$ cat src/design/http_message_framer_defines.svh
// assertion macros for the http message framer
// no dependencies; included by the top level only
`ifndef HTTP_MESSAGE_FRAMER_DEFINES_SVH
`define HTTP_MESSAGE_FRAMER_DEFINES_SVH

// condition on this edge implies consequence on this edge
`define HMF_ASSERT_SAME(label, clk, rst, ante, cons) \
  label: assert property (@(posedge clk) disable iff (rst) (ante) |-> (cons)) \
    else $error("http message framer: same-cycle check failed");

// condition on this edge implies consequence on the next edge
`define HMF_ASSERT_NEXT(label, clk, rst, ante, cons) \
  label: assert property (@(posedge clk) disable iff (rst) (ante) |=> (cons)) \
    else $error("http message framer: next-cycle check failed");

`endif

$ cat src/design/hmf_pkg.sv
// shared types and constants for the http message framer
// no dependencies; used by hmf_value_parse, hmf_core and the top level
package hmf_pkg;

  localparam int FIELD_LEN = 16;
  localparam int TERM_LEN  = 4;

  localparam logic [7:0] CH_CR    = 8'h0D;
  localparam logic [7:0] CH_LF    = 8'h0A;
  localparam logic [7:0] CH_TAB   = 8'h09;
  localparam logic [7:0] CH_VT    = 8'h0B;
  localparam logic [7:0] CH_FF    = 8'h0C;
  localparam logic [7:0] CH_SPACE = 8'h20;
  localparam logic [7:0] CH_PLUS  = 8'h2B;
  localparam logic [7:0] CH_ZERO  = 8'h30;
  localparam logic [7:0] CH_NINE  = 8'h39;
  localparam logic [7:0] CH_UPPER_C = 8'h43;

  // "Content-Length: "
  localparam logic [7:0] FIELD_PAT [FIELD_LEN] = '{
    8'h43, 8'h6F, 8'h6E, 8'h74, 8'h65, 8'h6E, 8'h74, 8'h2D,
    8'h4C, 8'h65, 8'h6E, 8'h67, 8'h74, 8'h68, 8'h3A, 8'h20
  };

  localparam logic [7:0] TERM_PAT [TERM_LEN] = '{CH_CR, CH_LF, CH_CR, CH_LF};

  localparam logic [3:0] FIELD_LAST = 4'(FIELD_LEN - 1);
  localparam logic [1:0] TERM_LAST  = 2'(TERM_LEN - 1);

  typedef enum logic [1:0] {
    MODE_SKIP   = 2'd0,
    MODE_DIGITS = 2'd1,
    MODE_DONE   = 2'd2
  } value_mode_t;

  typedef struct packed {
    logic [7:0]  out_byte;
    logic        in_body;
    logic        is_last;
    logic [15:0] header_length;
    logic [30:0] body_length;
    logic        length_saturated;
  } hmf_result_t;

endpackage

$ cat src/design/hmf_value_parse.sv
// content-length value parser: one byte of atoi-style decoding
// depends on hmf_pkg
module hmf_value_parse import hmf_pkg::*; #(
  parameter int BODY_LENGTH_WIDTH = 31
) (
  input  logic [7:0]                   data_byte,
  input  value_mode_t                  mode,
  input  logic [BODY_LENGTH_WIDTH-1:0] value,
  output value_mode_t                  mode_next,
  output logic [BODY_LENGTH_WIDTH-1:0] value_next,
  output logic                         sat_set
);

  localparam int AW = BODY_LENGTH_WIDTH + 4;

  logic                         is_digit;
  logic                         is_blank;
  logic                         take;
  logic [AW-1:0]                prod;
  logic [AW-1:0]                lim_ext;
  logic [BODY_LENGTH_WIDTH-1:0] lim;

  assign is_digit = (data_byte >= CH_ZERO) && (data_byte <= CH_NINE);
  assign is_blank = (data_byte == CH_SPACE) || (data_byte == CH_TAB) ||
                    (data_byte == CH_VT) || (data_byte == CH_FF);
  assign lim      = '1;
  assign lim_ext  = AW'(lim);
  // value * 10 + digit, low nibble of an ascii digit is its value
  assign prod = (AW'(value) << 3) + (AW'(value) << 1) + AW'(data_byte[3:0]);

  always_comb begin
    mode_next  = mode;
    value_next = value;
    sat_set    = 1'b0;
    take       = 1'b0;
    unique case (mode)
      MODE_SKIP: begin
        if (is_blank) begin
          mode_next = mode;
        end else if (data_byte == CH_PLUS) begin
          mode_next = MODE_DIGITS;
        end else if (!is_digit) begin
          mode_next = MODE_DONE;
        end else begin
          take = 1'b1;
        end
      end
      MODE_DIGITS: begin
        if (is_digit) begin
          take = 1'b1;
        end else begin
          mode_next = MODE_DONE;
        end
      end
      default: begin
        mode_next = mode;
      end
    endcase
    if (take) begin
      mode_next = MODE_DIGITS;
      if (prod > lim_ext) begin
        value_next = lim;
        sat_set    = 1'b1;
      end else begin
        value_next = prod[BODY_LENGTH_WIDTH-1:0];
      end
    end
  end

endmodule

$ cat src/design/hmf_core.sv
// framing state and per-beat update: terminator and field matching,
// header counting and body countdown; depends on hmf_pkg and hmf_value_parse
module hmf_core import hmf_pkg::*; #(
  parameter int HEADER_COUNT_WIDTH = 16,
  parameter int BODY_LENGTH_WIDTH  = 31
) (
  input  logic        clk,
  input  logic        rst,
  input  logic        fire,
  input  logic [7:0]  data_byte,
  output hmf_result_t result
);

  typedef enum logic {
    PH_HEADER = 1'b0,
    PH_BODY   = 1'b1
  } phase_t;

  localparam logic [HEADER_COUNT_WIDTH-1:0] HC_MAX = '1;

  phase_t                        phase, phase_next;
  logic [1:0]                    term_match, term_match_next;
  logic [3:0]                    field_match, field_match_next;
  logic                          field_found, field_found_next;
  value_mode_t                   value_mode, value_mode_next;
  logic [BODY_LENGTH_WIDTH-1:0]  length_value, length_value_next;
  logic [BODY_LENGTH_WIDTH-1:0]  body_remaining, body_remaining_next;
  logic [HEADER_COUNT_WIDTH-1:0] header_count, header_count_next;
  logic                          saturated, saturated_next;

  value_mode_t                   pv_mode;
  logic [BODY_LENGTH_WIDTH-1:0]  pv_value;
  logic                          pv_sat;
  logic [HEADER_COUNT_WIDTH-1:0] hc_inc;
  logic [BODY_LENGTH_WIDTH-1:0]  rem_dec;
  logic                          term_done;
  logic [HEADER_COUNT_WIDTH-1:0] hlen_sel;
  logic [BODY_LENGTH_WIDTH-1:0]  blen_sel;
  logic [HEADER_COUNT_WIDTH+15:0] hlen_ext;
  logic [BODY_LENGTH_WIDTH+30:0]  blen_ext;

  hmf_value_parse #(
    .BODY_LENGTH_WIDTH(BODY_LENGTH_WIDTH)
  ) u_value_parse (
    .data_byte (data_byte),
    .mode      (value_mode),
    .value     (length_value),
    .mode_next (pv_mode),
    .value_next(pv_value),
    .sat_set   (pv_sat)
  );

  assign hc_inc  = (header_count != HC_MAX) ? header_count + 1'b1 : header_count;
  assign rem_dec = (body_remaining != '0) ? body_remaining - 1'b1 : body_remaining;

  always_comb begin
    phase_next          = phase;
    term_match_next     = term_match;
    field_match_next    = field_match;
    field_found_next    = field_found;
    value_mode_next     = value_mode;
    length_value_next   = length_value;
    body_remaining_next = body_remaining;
    header_count_next   = header_count;
    saturated_next      = saturated;
    term_done           = 1'b0;
    hlen_sel            = '0;
    blen_sel            = '0;
    result.in_body      = 1'b0;
    result.is_last      = 1'b0;

    if (phase == PH_BODY) begin
      result.in_body      = 1'b1;
      body_remaining_next = rem_dec;
      if (rem_dec == '0) begin
        result.is_last = 1'b1;
        hlen_sel       = header_count;
        blen_sel       = length_value;
      end
    end else begin
      header_count_next = hc_inc;
      if (hc_inc == HC_MAX) begin
        saturated_next = 1'b1;
      end

      if (field_found) begin
        value_mode_next   = pv_mode;
        length_value_next = pv_value;
        if (pv_sat) begin
          saturated_next = 1'b1;
        end
      end else if (data_byte == FIELD_PAT[field_match]) begin
        if (field_match == FIELD_LAST) begin
          field_found_next = 1'b1;
          value_mode_next  = MODE_SKIP;
        end else begin
          field_match_next = field_match + 1'b1;
        end
      end else begin
        // a 'C' can open a fresh match
        field_match_next = (data_byte == CH_UPPER_C) ? 4'd1 : 4'd0;
      end

      if (data_byte == TERM_PAT[term_match]) begin
        if (term_match == TERM_LAST) begin
          term_done       = 1'b1;
          term_match_next = 2'd0;
        end else begin
          term_match_next = term_match + 1'b1;
        end
      end else begin
        term_match_next = (data_byte == CH_CR) ? 2'd1 : 2'd0;
      end

      if (term_done) begin
        if (length_value_next == '0) begin
          result.is_last = 1'b1;
          hlen_sel       = hc_inc;
        end else begin
          phase_next          = PH_BODY;
          body_remaining_next = length_value_next;
        end
      end
    end

    hlen_ext                = {16'd0, hlen_sel};
    blen_ext                = {31'd0, blen_sel};
    result.out_byte         = data_byte;
    result.header_length    = hlen_ext[15:0];
    result.body_length      = blen_ext[30:0];
    result.length_saturated = saturated_next;
  end

  always_ff @(posedge clk) begin
    if (rst || (fire && result.is_last)) begin
      phase          <= PH_HEADER;
      term_match     <= 2'd0;
      field_match    <= 4'd0;
      field_found    <= 1'b0;
      value_mode     <= MODE_SKIP;
      length_value   <= '0;
      body_remaining <= '0;
      header_count   <= '0;
      saturated      <= 1'b0;
    end else if (fire) begin
      phase          <= phase_next;
      term_match     <= term_match_next;
      field_match    <= field_match_next;
      field_found    <= field_found_next;
      value_mode     <= value_mode_next;
      length_value   <= length_value_next;
      body_remaining <= body_remaining_next;
      header_count   <= header_count_next;
      saturated      <= saturated_next;
    end
  end

endmodule

$ cat src/design/http_message_framer.sv
// http message framer top level: input register, framing core, result register
// depends on hmf_pkg, hmf_core and http_message_framer_defines.svh
//
//   channel | handshake            | payload
//   --------+----------------------+-------------------------------------------
//   in      | in_valid / in_ready  | data_byte
//   out     | out_valid / out_ready| out_byte, in_body, is_last, header_length,
//           |                      | body_length, length_saturated
//
// one beat in and one beat out per clock when neither side stalls
// a byte passes the input register, then the core update into the result register
// the framing state advances only when a byte moves from the input to the result register
// a stalled output holds the result; the input register still takes one more beat
// rst is synchronous and clears both valids and the framing state
`include "http_message_framer_defines.svh"

module http_message_framer import hmf_pkg::*; #(
  parameter int HEADER_COUNT_WIDTH = 16,
  parameter int BODY_LENGTH_WIDTH  = 31
) (
  input  logic        clk,
  input  logic        rst,
  input  logic        in_valid,
  output logic        in_ready,
  input  logic [7:0]  data_byte,
  output logic        out_valid,
  input  logic        out_ready,
  output logic [7:0]  out_byte,
  output logic        in_body,
  output logic        is_last,
  output logic [15:0] header_length,
  output logic [30:0] body_length,
  output logic        length_saturated
);

  logic        s1_valid;
  logic [7:0]  s1_byte;
  logic        advance;
  logic        fire;
  hmf_result_t core_result;

  assign advance  = !out_valid || out_ready;
  assign fire     = s1_valid && advance;
  assign in_ready = !s1_valid || advance;

  hmf_core #(
    .HEADER_COUNT_WIDTH(HEADER_COUNT_WIDTH),
    .BODY_LENGTH_WIDTH (BODY_LENGTH_WIDTH)
  ) u_core (
    .clk      (clk),
    .rst      (rst),
    .fire     (fire),
    .data_byte(s1_byte),
    .result   (core_result)
  );

  always_ff @(posedge clk) begin
    if (rst) begin
      s1_valid <= 1'b0;
    end else if (in_valid && in_ready) begin
      s1_valid <= 1'b1;
    end else if (advance) begin
      s1_valid <= 1'b0;
    end
  end

  always_ff @(posedge clk) begin
    if (in_valid && in_ready) begin
      s1_byte <= data_byte;
    end
  end

  always_ff @(posedge clk) begin
    if (rst) begin
      out_valid <= 1'b0;
    end else if (advance) begin
      out_valid <= s1_valid;
    end
  end

  always_ff @(posedge clk) begin
    if (fire) begin
      out_byte         <= core_result.out_byte;
      in_body          <= core_result.in_body;
      is_last          <= core_result.is_last;
      header_length    <= core_result.header_length;
      body_length      <= core_result.body_length;
      length_saturated <= core_result.length_saturated;
    end
  end

  // lengths are only reported on the closing beat
  `HMF_ASSERT_SAME(a_len_only_last, clk, rst, out_valid && !is_last, (header_length == 16'd0) && (body_length == 31'd0))
  // a message closed in the header has no body
  `HMF_ASSERT_SAME(a_hdr_close_no_body, clk, rst, out_valid && is_last && !in_body, body_length == 31'd0)
  // an empty result register never blocks the input
  `HMF_ASSERT_SAME(a_ready_when_empty, clk, rst, !out_valid, in_ready)
  // a byte waiting in the input register moves on once the output drains
  `HMF_ASSERT_NEXT(a_input_drains, clk, rst, s1_valid && !out_valid, out_valid)

endmodule

$ cat config.mk
export PLATFORM = sky130hd
export DESIGN_NAME = http_message_framer
export DESIGN_NICKNAME = d
export VERILOG_FILES = /design/src/design/hmf_pkg.sv /design/src/design/hmf_value_parse.sv /design/src/design/hmf_core.sv /design/src/design/http_message_framer.sv
export VERILOG_INCLUDE_DIRS = /design/src /design/src/design
export SDC_FILE = /design/constraint.sdc
export NUM_CORES = 1
export LEC_CHECK = 0
export BUFFER_PORTS_ARGS = -buffer_cell sky130_fd_sc_hd__clkbuf_2
export CORE_ASPECT_RATIO = 1.75
export CORE_MARGIN = 5
export CORE_UTILIZATION = 55
export CTS_BUF_LIST = sky130_fd_sc_hd__clkbuf_4 sky130_fd_sc_hd__clkbuf_8
export CTS_CLUSTER_SIZE = 16
export DETAILED_ROUTE_END_ITERATION = 12
export PLACE_DENSITY = 0.79
export RECOVER_POWER = 100
export SLEW_MARGIN = 30
export SYNTH_ARGS = -nofsm -noshare
export SYNTH_HDL_FRONTEND = slang
export SYNTH_SLANG_ARGS = --single-unit
$ cat constraint.sdc
create_clock -name clk -period 7.6 [get_ports clk]
set_clock_uncertainty 0.15 [all_clocks]
set_input_delay 0 -clock clk [delete_from_list [all_inputs] [get_ports clk]]
set_output_delay 0 -clock clk [all_outputs]
set_load 0.01 [all_outputs]
# After elaboration in Yosys (flattened, before gate mapping)
# Memory sizes are Yosys's and may differ from the RTL's.
# Cells that the tools add are included.
[word_totals]
register_bits = 157
mem_bits_ro = 128
out_inout_bits = 60
in_bits = 12
memories = 1
[classes]
n_eq_ne = 18
n_lt_le_gt_ge = 5
bitwise = 4
add_sub_neg = 6
muxes = 58
reduce_logical = 25
[mem_list]
columns = ["memory", "words", "width", "read_ports", "rd_clocked_by_memory_dff", "wr", "line_no", "text"]
rows = [
  ["(no name shown)", 16, 8, 1, 0, 0, "hmf_core.sv:92", "end else if (data_byte == FIELD_PAT[field_match]) begin"],
]
[ops]
columns = ["operator", "n"]
rows = [
  ["2-to-1 mux 31 bit", 8],
  ["2-to-1 mux 16 bit", 5],
  ["logical NOT 31 bit", 2],
  ["adder 34 x 32 -> 35 bit", 1],
  ["adder 35 x 4 -> 35 bit", 1],
  ["> comparator 35 x 31 -> 1 bit, second input constant", 1],
  ["== test 8 x 4 -> 1 bit, second input constant", 4],
  ["2-to-1 mux 8 bit", 4],
  ["nonzero test 31 bit", 1],
  ["subtractor 31 x 1 -> 31 bit, second input constant", 1],
  ["2-to-1 mux 1 bit", 27],
  ["2-to-1 mux 2 bit", 9],
  ["adder 16 x 1 -> 16 bit, second input constant", 1],
  ["binary-select mux 8 bit (select 2 bit)", 1],
  ["== test 16 bit, second input constant", 1],
  ["== test 8 x 6 -> 1 bit, second input constant", 2],
  ["== test 8 bit", 2],
  ["!= test 16 bit, second input constant", 1],
  ["== test 8 x 7 -> 1 bit, second input constant", 1],
  [">= comparator 8 x 6 -> 1 bit, second input constant", 1],
  ["<= comparator 8 x 6 -> 1 bit, second input constant", 1],
  ["2-to-1 mux 4 bit", 2],
  ["!= test 4 bit, second input constant", 2],
  ["nonzero test 2 bit", 4],
  ["22 further kinds", 33],
]

# Depth between registers and ports, before layout
[logic_depth]
ltp_word = 15
mapped_depth = 19

# By module
# Synthesis repeated with hierarchy kept, for this count alone.
[unflattened]
cells_unflattened = 1348
area_unflattened_um2 = 11309.6
[modules_own_cells]
columns = ["module", "instances", "cells_per_inst", "seq_area_each_um2", "area_per_inst_um2"]
rows = [
  ["hmf_core", 1, 886, 1781.7, 6526.3],
  ["hmf_value_parse", 1, 386, 0.0, 2697.6],
  ["http_message_framer", 1, 76, 2021.9, 2085.8],
]

# Worst setup path before layout
# Ideal clock, no wire load.
[synth_timing]
path_kind = "flip-flop to flip-flop"
from = "reg s1_byte[3]"
to = "reg u_core.body_remaining[13]"
n_path_buf = 3
period_less_slack_ns = 4.569
setup_slack_ns = 3.031
path_stages_with_launch = 18
t_arrival_ns = 4.334
path_cell_list = "edfxtp_1 inv_1 fa_1 inv_1 ha_1 a211oi_1 o21ai_0 a41oi_1 a211oi_1 or3_1 a221oi_1 nand4_1 a221o_1 o31a_1 clkbuf_1 clkbuf_1 clkbuf_1 a211oi_1"
[synth_via]
elab_chain_cells = 15
elab_cells_between_ends = 36
cone_classes = "add/sub: 1; order compare: 3; eq/ne: 7; mux: 16; reduce/logical: 9"
[synth_lines]
columns = ["element", "line_no", "text"]
rows = [
  ["start: declaration", "http_message_framer.sv:37", "logic [7:0] s1_byte;"],
  ["start signal: assignment", "http_message_framer.sv:69", "s1_byte <= data_byte;"],
  ["parallel branches: the longest is 15 deep, another holds adder 35 x 4 -> 35 bit", "--", ""],
  ["end signal: assignment", "hmf_core.sv:152", "body_remaining <= body_remaining_next;"],
  ["end: declaration", "hmf_core.sv:27", "logic [BODY_LENGTH_WIDTH-1:0] body_remaining, body_remaining_next;"],
]
# Parallel ways; which one is timed is not known. The select of a mux whose other input is x is not followed.
# A chain may end at the register's enable or synchronous reset.

# Final worst setup path
[layout_timing]
from = "reg s1_byte[3]"
to = "reg u_core.body_remaining[0]"
# Same word-level chain as after synthesis.

==> qor.yml <==
track_usage_pct: 29.57
ys_types: 82
synth_top_family_by_area: "simple AND/OR/NAND/NOR gates"
num-nets-final: 1496
wire_per_inst_um: 21.38
crit_path_top_delay_cell: "o31a_1"
violations: "max-capacitance violations, max-slew violations"
num_rows: 69
drt-total-wl_mm: 35.73
final_cell_mix: "nor2_1, nand2_1, a21oi_1"
cts_sinks: 157
power_density_nw_per_um2: 132.4
fp.dieH_um: 200.1
start_util_pct: 55.97
drive_gt1_share_pct: 6.395
critPathLaunchType: "register"
startpoint: "s1_byte[3]"
synth_adder_area_share_pct: 8.375
cts_made_buffers: 17
peakVddDrop_uv: 121.5
dieArea_sq_um: 23730
fin_crit_ns: 6.300
die_width_um: 118.6
clk_latency_ns: 0.49
path_class: "register to register"
hp-start: "data_byte[6]"
multi_input_area_sq_um: 7034
synthTopCellsByArea: "edfxtp_1, dfxtp_1, ha_1, nor2_1, a21oi_1"
cap_violations: 2
timing.rr.start: "s1_byte[3]"
yosys-mux-area-fraction_pct: 2.182
slowest_delay_ns: 0.95
syn_inst: 1382
synth-xor-area-share_pct: 3.934
cts_root_buf: "clkbuf_8"
clock_path_buffers: 2
drt_iter0_markers: 1156
final_max_slew_viol_count: 115
final_common_cell: "nor2_1"
synth-simple-area-share_pct: 24.41
regArea_sq_um: 3804
fin_cells: 1671
avgSynthCellArea_sq_um: 8.216
core_sq_um: 20290
syn_to_final_growth_pct: 6.998
async_flop_share_pct: 0
cp_max_fo: 53
status: "finished with violations"
antenna_found_initial: 0
synth_compound_area_share_pct: 23.01
cp.arrival_ns: 6.53
htree_num_levels: 4
clk_pin_slew_ns: 0.09
synth.net_count: 1468
power_w: 0.001609
place_congestion: 1.018
min_path_type: "input pin to register"
gr-total-overflow: 0
relSlewSlack_pct: -123.5
worstMarginPinSlew_ns: 3.353
grt_start_max_net_pins: 61
final_util_pct: 59.88
ys.flop_type: "dfxtp_1"
via_per_inst: 6.582
ant_nets: 0
grt_pass1_wl_mm: 55.73
first_pass_iters: 5
num_vias: 11000
cts_tree: "done"
diodes: 0
cts_resized: 0
rsz0062_at_grt: "no"
hpwl_mm: 26.73
grt_pass1_vias: 10520
seq_area_frac_synth_pct: 33.50
synth_seq_cells: 157
ios: 72
max_freq_ghz: 0.1587
synth_top_area_cell: "edfxtp_1"
synth_top_area_share_pct: 17.45
finalHoldViolCount: 0
cts_setup_buffers: 0
synth_area_sq_um: 11350
setup_viol: 0
synth_warnings: 0
crit_chain: "inv_1 > fa_1 > inv_1 > ha_1 > a211oi_1 > o21ai_0 > a41oi_1 > a211oi_1 > or3_1 > a221oi_1 > nand4_1 > a221o_1 > o31a_1 > nor3b_1 > nor4_1"
cp.required_ns: 7.83
numPortBuffers: 71
dp.cells: 1627
end_kind: "register"
fillers: 1904
setup_tns_ns: 0
route.detailed.drc: 0
fin_crit_sh_pct: 82.89
leakagePower_nw: 4.457
synth_enable_flop_cells: 66
holdBufCountCts: 12
metal layers:
layer,vias up,part of all wire (%),global-route usage (%)
met2,465,51,53.67
met5,-,0,0
met3,177,5.8,4.483
li1,5174,-,-
met1,5183,35,30.53
met4,0,8.0,22.07
final cells by class:
class,count,share of cell area (%)
clock buffers,18,1.988
clock inverters,14,1.102
inverters,37,1.143
multi-input cells,1101,57.90
flip-flops and latches,157,31.31
well taps,248,2.554
repair buffers,96,4.006
registers in the layout (all words and copies together) (netlist names):
signal and count:
u_core.phase 1, u_core.field_match 4, length_saturated 1, u_core.value_mode 2
out_valid 1, u_core.saturated 1, s1_byte 8, u_core.header_count 16
u_core.body_remaining 31, header_length 16, is_last 1, in_body 1
u_core.term_match 2, body_length 31, out_byte 8, u_core.field_found 1
u_core.length_value 31, s1_valid 1
critical path, delay by kind of cell, from the launching register on:
kind / cells / cell delay [ns]
flops: 1 / 0.43
fa+ha+maj: 2 / 0.93
simple gates: 4 / 1.29
buf+inv: 2 / 0.26
compound gates: 7 / 3.13
report_power, final:
group          leakage (nW)  switching, W  internal [W]
sequential             1.33     0.0000124      0.000897
combinational          2.94     0.0000568     0.0000264
clock                 0.188      0.000349      0.000268
total                  4.46      0.000418       0.00119
cell families after synthesis:
kind of cell,after synthesis
fa+ha+maj,75
compound gates,390
mux,24
flops,157
xor+xnor,51
buf+inv,124
simple gates,561
worst paths after layout:
check | end | slack [ns] | cells past startpoint
worst max-delay path | u_core.body_remaining[0] | 1.30 | 15
worst max register to register | u_core.body_remaining[0] | 1.30 | 15
worst min-delay path | s1_byte[6] | 0.09 | 2
worst min register to register | u_core.saturated | 0.33 | 1
stage by stage:
| step | instance area, sq um | worst slack (ns) | hold slack [ns] |
|---|---|---|---|
| 2_1_floorplan | 11350 | 3.031 | -0.07762 |
| 3_3_place_gp | 11750 | 1.948 | 0.03024 |
| 3_5_place_dp | 11770 | 1.991 | 0.02862 |
| 4_1_cts | 12260 | 1.970 | 0.07928 |
| 5_1_grt | 12150 | 0.8771 | 0.08099 |
| 6_report | 12150 | 1.300 | 0.08637 |
Yosys cell counts (8+ instances only):
cell type,n
a21o_1,27
nor4_1,24
o31ai_1,12
nor3_1,47
mux2i_1,18
o21a_1,8
and3_1,9
clkbuf_1,68
or3_1,11
a211oi_1,32
nor3b_1,11
ha_1,72
o211ai_1,11
xnor2_1,29
a311oi_1,19
nand3_1,41
nand2_1,135
and2_1,37
nand2b_1,10
inv_1,37
a21oi_1,113
o22ai_1,8
xor2_1,22
nor2_1,156
nand4_1,22
nor2b_1,11
or2_2,8
edfxtp_1,66
or4_1,16
a31oi_1,17
dfxtp_1,91
o21ai_0,67
buf_2,8
Power figures use the tool's default switching activity.
